[src/sv/sep_ram.sv]
// generic single-port-write, registered-read memory
module sep_ram #(
    parameter int WIDTH = 8,
    parameter int DEPTH = 16,
    localparam int AW = (DEPTH > 1) ? $clog2(DEPTH) : 1
) (
    input  logic             clk,
    input  logic             we,
    input  logic [AW-1:0]    waddr,
    input  logic [WIDTH-1:0] wdata,
    input  logic             re,
    input  logic [AW-1:0]    raddr,
    output logic [WIDTH-1:0] rdata
);

    logic [WIDTH-1:0] mem [DEPTH];
    logic [WIDTH-1:0] rdata_reg;

    always_ff @(posedge clk)
    begin
        if (we)
        begin
            mem[waddr] <= wdata;
        end
        if (re)
        begin
            rdata_reg <= mem[raddr];
        end
    end

    assign rdata = rdata_reg;

endmodule

[config.mk]
export PLATFORM = sky130hd
export DESIGN_NAME = sep_ram
export DESIGN_NICKNAME = d
export VERILOG_FILES = /design/src/sv/sep_ram.sv
export SDC_FILE = /design/constraint.sdc
export NUM_CORES = 1
export LEC_CHECK = 0
export ABC_AREA = 1
export BUFFER_PORTS_ARGS = -buffer_cell sky130_fd_sc_hd__buf_2
export CAP_MARGIN = 0
export CORE_MARGIN = 4
export CORE_UTILIZATION = 45
export DETAILED_ROUTE_END_ITERATION = 12
export RECOVER_POWER = 25
export SYNTH_ARGS = -nofsm -noshare
export SYNTH_HDL_FRONTEND = slang
export SYNTH_SLANG_ARGS = --single-unit
[constraint.sdc]
create_clock -name clk -period 1.2 [get_ports clk]
set_input_delay 0.18 -clock clk [delete_from_list [all_inputs] [get_ports clk]]
set_output_delay 0.18 -clock clk [all_outputs]
set_load 0.05 [all_outputs]
==> results.ini <==
[outcome]
status=completed

[power]
power_frac_clock=0.464
powerDensity_nw_per_um2=1650
combPwrFrac=0.068
p_leak_nw=3.00
power.internal_w=0.00902
p_switching_w=0.00249
p_sw_frac=0.216
pwr-share-seq=0.468
irDropWorstVdd_mv=0.955

[drt]
dr.pass1.iters=5
drt_drc_violations_left=0
antenna_left=0
dr.first_iter.drc_count=440
viasPerCell=4.90
vias=3854
avgRoutedWirePerCell_um=17.0
wl_um=13400

[worst_setup_path]
critPathTopFamily=flip-flops
crit_type=reg -> out
end_kind=output port
path_cells=buf_6
worstPathArrival_ns=1.00
cp.required_ns=1.02
cp_max_fo=1
slowest_stage=edfxtp_1
worst_r2r_startpoint=mem[11][4]
max_stage_delay_ns=0.41
crit_buf_inv=1
start_kind=register
startpoint=rdata[0]

[die]
io_pins=27
core_area_sq_um=12700
dieWidth_um=122
design.die.area_sq_um=14900
start_util=0.461
row_count=41
die_y_um=122

[logic_synthesis]
synthXorXnorAreaFrac=0
syn_nets=570
synthSimpleGateAreaFrac=0.208
yosysUniqueCellTypes=11
netlist_area_sq_um=5850
netlist_instances=551
synth_seq_cells=136
synth_compound_area_frac=0
yosys.area_share.adder=0
syn_avg_cell_area_sq_um=10.6
yosysSeqAreaShare=0.698
synthMuxAreaShare=0
synth_top_family_by_area=simple AND/OR/NAND/NOR gates
ys_warn_count=0

[layout]
final_area_sq_um=6960
antenna_cells=0
largest_reg_flops=128
filler_cell_count=1097
final_util=0.549
drive_gt1_frac=0.143
layout_common_cells=nand2_1, edfxtp_1, inv_1, nand3_1, buf_4
nets=620
syn_to_final_growth_pct=19.0
final_common_cell=nand2_1

[clock_tree]
cts_max_path_buffers=2
clkTransAtPathRegs_ns=0.06
root_buffer=clkbuf_16
cts_inserted_buffers=17
cts.sinks=136
cts_setup_buffers=0
cts_tree=done
htreeDepth=4
cts.hold.buffers_added=0
clkLatencyLatePin_ns=0.42

[timing]
drv_slew=0
finalSetupViolations=0
post-route-min-period_ns=1.18
fin_crit_sh=0.984
hold_viol_final=0
skew_ns=0.00833
worst_pin_slew_ns=0.861
clock.fmax_ghz=0.847
grt_setup_unrepaired=yes
relSlewSlack=0.426

[grt]
grt_pass1_vias=3796
grt_pass1_wl_um=21200
grt_remaining_overflow=0
grt_max_degree=65
antenna_found_initial=0
grt_usage=0.197

[min_path]
hp-start=wdata[0]
hold_class=in -> reg

[placed_design]
postPlaceCellArea_sq_um=6290
io_buffer_count=26
dp_hpwl_um=8430
place.gp.congestion=0.832

[run]
cap_violations=0

[through the flow]
stage	std cells	setup WS (ns)	hold slack (ns)	setup TNS, ns	total power [W]
detailed placement	754	-0.230	0.567	-1.69	0.00624
finish	786	0.0197	0.204	0	0.0115
global route	786	-0.0384	0.203	-0.0873	0.0119
CTS	786	-0.0207	0.122	-0.0207	0.0116
global placement	754	-0.218	0.567	-1.38	0.00623
floorplan	551	0.0692	0.279	0	0.00593
[worst paths after layout]
check | to | depth (start not counted) | slack [ns]
min | mem[2][0] | 1 | 0.20
min reg2reg | rdata[5] | 6 | 0.78
max reg2reg | rdata[4] | 6 | 0.05
max | rdata[0] | 1 | 0.02
[area by class of cell]
cell class | instances | area [sq um] | area share
multi-input combinational | 289 | 1240 | 0.179
timing repair buffer | 55 | 424 | 0.0609
clock buffer | 17 | 425 | 0.0611
tap | 172 | 215 | 0.0309
inverter | 102 | 383 | 0.0550
clock inverter | 15 | 184 | 0.0264
sequential | 136 | 4080 | 0.587
[cell families after synthesis]
group / after synthesis
buf+inv: 126
simple gates: 289
flops: 136
[timing repair]
| action | 4_1_cts | 5_1_grt |
|---|---|---|
| pin swaps | 0 | 1 |
| gates resized for setup | 6 | 15 |
| endpoints found under the setup margin | 3 | 12 |
| endpoints found under the hold margin | 0 | 0 |
[synthesized netlist by cell type (all sizes together)]
master / count / area, sq um
nor2: 17 / 63.8
nand3: 97 / 485
nand3b: 2 / 15.0
inv: 102 / 383
nand2: 173 / 649
edfxtp: 136 / 4080
buf: 24 / 166
[layer usage]
metal	track usage	routed length (um)	vias up
met3	0.0613	1030	23
met2	0.291	6020	161
li1	-	-	1882
met1	0.276	6000	1788
met5	0	0	-
met4	0.0721	318	0
[power by group through the flow]
stage,Sequential [W],Combinational [W],Clock (W)
after floorplan,0.00556,0.000375,0
after global placement,0.00548,0.000749,0
after detailed placement,0.00548,0.000758,0
after CTS,0.00538,0.000772,0.00542
after global routing,0.00539,0.000861,0.00564
final,0.00538,0.000786,0.00534
Note: power is estimated with default switching activity, not from simulation.
