### src/sv/sep_pkg.sv
// shared constants, types and register codes for the sobel edge stream unit
package sep_pkg;

    localparam int MAX_WIDTH_DEF = 1024;
    localparam int PIX_W         = 24;
    localparam int LINE_W        = 2 * PIX_W;
    localparam int FW_W          = 11;
    localparam int FH_W          = 13;
    localparam int CH_W          = 8;
    localparam int GRAD_W        = 11;
    localparam int SUM_W         = 2 * GRAD_W;
    localparam int SAT_SUM       = 64770;
    localparam int CFG_IDX_W     = 2;

    localparam logic [CFG_IDX_W-1:0] REG_FRAME_WIDTH  = 2'd0;
    localparam logic [CFG_IDX_W-1:0] REG_FRAME_HEIGHT = 2'd1;

    typedef enum logic [2:0] {
        ST_IDLE,
        ST_READ,
        ST_SUM,
        ST_SQR,
        ST_MSTART,
        ST_MAG,
        ST_OUT
    } state_t;

    typedef struct packed {
        logic start;
        logic busy;
    } mag_ctl_t;

endpackage

### src/sv/sep_mag.sv
// iterative rounded square root with clamp, one result bit per cycle
module sep_mag (
    input  logic                           clk,
    input  logic                           rst_n,
    input  logic                           start,
    input  logic [sep_pkg::SUM_W-1:0]      sum,
    output logic                           busy,
    output logic [sep_pkg::CH_W-1:0]       result
);

    logic [16:0]                s_reg;
    logic                       sat_reg;
    logic [sep_pkg::CH_W-1:0]   n_reg;
    logic [sep_pkg::CH_W-1:0]   n_next;
    logic [2:0]                 bit_reg;
    logic                       busy_reg;
    logic [sep_pkg::CH_W-1:0]   trial;
    logic [15:0]                prod;

    always_comb
    begin
        trial  = n_reg | (8'd1 << bit_reg);
        prod   = 16'(trial) * 16'(trial - 8'd1);
        n_next = ({1'b0, prod} < s_reg) ? trial : n_reg;
    end

    always_ff @(posedge clk or negedge rst_n)
    begin
        if (!rst_n)
        begin
            busy_reg <= 1'b0;
            bit_reg  <= 3'd0;
        end
        else if (start)
        begin
            busy_reg <= 1'b1;
            bit_reg  <= 3'd7;
        end
        else if (busy_reg)
        begin
            bit_reg <= bit_reg - 3'd1;
            if (bit_reg == 3'd0)
            begin
                busy_reg <= 1'b0;
            end
        end
    end

    always_ff @(posedge clk)
    begin
        if (start)
        begin
            s_reg   <= sum[16:0];
            sat_reg <= (sum > sep_pkg::SUM_W'(sep_pkg::SAT_SUM));
            n_reg   <= '0;
        end
        else if (busy_reg)
        begin
            n_reg <= n_next;
        end
    end

    assign busy   = busy_reg;
    assign result = sat_reg ? 8'hFF : n_reg;

endmodule

### config.mk
export PLATFORM = sky130hd
export DESIGN_NAME = sep_mag
export DESIGN_NICKNAME = d
export VERILOG_FILES = /design/src/sv/sep_pkg.sv /design/src/sv/sep_mag.sv
export SDC_FILE = /design/constraint.sdc
export NUM_CORES = 1
export LEC_CHECK = 0
export BUFFER_PORTS_ARGS = -buffer_cell sky130_fd_sc_hd__buf_2
export CORE_MARGIN = 2
export CORE_UTILIZATION = 35
export CTS_CLUSTER_SIZE = 10
export DETAILED_ROUTE_END_ITERATION = 8
export PLACE_DENSITY = 0.6
export SKIP_LAST_GASP = 1
export SLEW_MARGIN = 5
export SYNTH_ARGS = -nofsm -noshare
export SYNTH_HDL_FRONTEND = slang
export SYNTH_SLANG_ARGS = --single-unit
### constraint.sdc
create_clock -name clk -period 8.1 [get_ports clk]
set_input_delay 0 -clock clk [delete_from_list [all_inputs] [get_ports clk]]
set_output_delay 0 -clock clk [all_outputs]
set_load 0.02 [all_outputs]
==> flow_summary.json <==
{
  "run_status": "complete, no violations",
  "grt_pass1_vias": 3156,
  "num_io_pins": 34,
  "critPathCaptureType": "flip-flop",
  "synth_area_sq_um": 4000,
  "wirelength_microns": 8520,
  "core.rowCount": 39,
  "synth_seq_cells": 30,
  "arrival_ps": 7890,
  "path_class": "reg2reg",
  "post_drt_wl_per_cell_microns": 13.5,
  "max_cap_viol_count": 0,
  "fmax_mhz": 130,
  "detail-route-antenna-nets": 0,
  "cp-start-kind": "flip-flop",
  "post-route-period-util_pct": 95.0,
  "grt_max_degree": 32,
  "slowest_stage": "fa_1",
  "synth_cell_types": 45,
  "synth-main-ff-cell": "edfxtp_1",
  "synthArstFlopShare_pct": 13.3,
  "path_common_cell": "inv_1",
  "cts_max_path_buffers": 2,
  "synth_area_per_cell_sq_um": 9.60,
  "htreeDepth": 2,
  "yosys_warnings": 0,
  "clkTransAtPathRegs_ps": 50,
  "nets": 627,
  "die_w_microns": 111,
  "die_height_microns": 111,
  "route.detailed.drc": 0,
  "fin_area_sq_um": 4800,
  "hpwl_microns": 7160,
  "vias": 2979,
  "syn_inst": 417,
  "dr.pass1.iters": 4,
  "max_stage_delay_ps": 540,
  "clock_sinks": 30,
  "synth_edf_count": 18,
  "hold_class": "in2reg",
  "area_growth_syn_to_layout_pct": 19.9,
  "die-area_sq_um": 12300,
  "maxSlewViolCount": 0,
  "cts_tree": "yes",
  "grt_pass1_wl_microns": 14700,
  "cp.required_ps": 8290,
  "syn-num-nets": 558,
  "core_area_sq_um": 11300,
  "setup_ws_ps": 402,
  "post_dp_cell_area_sq_um": 4420,
  "drt_iter0_drc": 86,
  "num_antenna_cells": 0,
  "antenna_found_initial": 0,
  "final_cell_mix": "96 x inv_1, 70 x ha_1, 43 x fa_1",
  "layout_commonest_cell": "inv_1",
  "setup_violations": 0,
  "dpl_worst_slack_ps": 261,
  "finalHoldViolations": 0,
  "min_period_ps": 7700,
  "max-slew-margin-rel_pct": 59.7,
  "drive_gt1_share_pct": 18.7,
  "grt_usage_pct": 14.6,
  "portBuffers": 33,
  "cts-root-buf": "clkbuf_16",
  "place.gp.congestion": 0.883,
  "rsz0062_at_grt": "no",
  "holdWs_ps": 15.6,
  "fin_setup_tns_ps": 0,
  "avgViaCountPerCell": 4.73,
  "cts_buffers": 5,
  "crit_fanout": 15,
  "largest_reg_flops": 17,
  "finClkSkew_ps": 3.56,
  "clock_latency_ps": 270,
  "yosysSeqAreaShare_pct": 20.0,
  "worstMarginPinSlew_ps": 605,
  "grt.overflow.total": 0,
  "start_util_pct": 35.5
}
## per-stage QoR
stage               utilization (%)  instances
floorplan                         -        417
global placement               39.2        602
detailed placement             39.2        602
CTS                            42.2        628
global route                   42.6        630
finish                         42.6        630
## worst max-delay path, delay by kind of cell (launching register included)
kind	cells	cell delay [ps]
xor+xnor	1	150
flops	1	390
fa+ha+maj	10	3740
simple gates	1	350
compound gates	11	2340
buf+inv	8	650
## Yosys cell counts (all sizes together) (7+ instances only)
| cell type | count | share of area (%) |
|---|---|---|
| xnor2 | 10 | 2.2 |
| nor2 | 41 | 4.0 |
| dfxtp | 8 | 4.0 |
| ha | 73 | 23 |
| nand2b | 7 | 1.1 |
| o21ai | 7 | 0.88 |
| a21o | 7 | 1.3 |
| inv | 97 | 9.2 |
| o22ai | 8 | 1.4 |
| edfxtp | 18 | 14 |
| fa | 43 | 22 |
| nand2 | 20 | 1.9 |
| or2 | 17 | 2.7 |
| a21oi | 17 | 3.3 |
## per-layer routing
| metal | track usage, % | share of wire, % |
|---|---|---|
| met2 | 26.4 | 51 |
| met5 | 0 | 0 |
| met4 | 3.83 | 1.3 |
| met3 | 0.929 | 2.9 |
| met1 | 18.9 | 45 |
## final timing paths
path	slack, ps	cells past startpoint	to	start
max	400	31	n_reg[3]$_SDFFE_PP0P_	bit_reg[0]$_DFFE_PN0P_
min	20	3	sat_reg$_DFFE_PP_	sum[21]
max reg2reg	400	31	n_reg[3]$_SDFFE_PP0P_	bit_reg[0]$_DFFE_PN0P_
min reg2reg	510	2	n_reg[0]$_SDFFE_PP0P_	n_reg[0]$_SDFFE_PP0P_
max in group asynchronous	7920	2	busy$_DFF_PN0_	rst_n
min in group asynchronous	60	2	bit_reg[0]$_DFFE_PN0P_	rst_n
## timing repair
| action | CTS | global route |
|---|---|---|
| buffers inserted | 0 | 2 |
| endpoints found under the setup margin | 0 | 8 |
| endpoints found under the hold margin | 21 | 0 |
| hold buffers | 18 | 0 |
| resized for setup | 0 | 8 |
## kinds of logic after synthesis
kind of cell | share of synthesized area [%]
simple gates | 13.0
xor+xnor | 2.85
flops | 20.0
compound gates | 10.1
buf+inv | 9.63
fa+ha+maj | 44.3
## cell type report
cell class / count / area [sq um]
inverters: 97 / 367
clock inverters: 1 / 3.75
well taps: 143 / 179
repair buffers: 65 / 454
flip-flops and latches: 30 / 801
clock buffers: 7 / 153
fillers: 1098 / 6470
multi-input cells: 287 / 2840
Power is left out: the tool's default activity adds up to more than one toggle a clock period on the data nets, which glitch-free logic cannot reach.
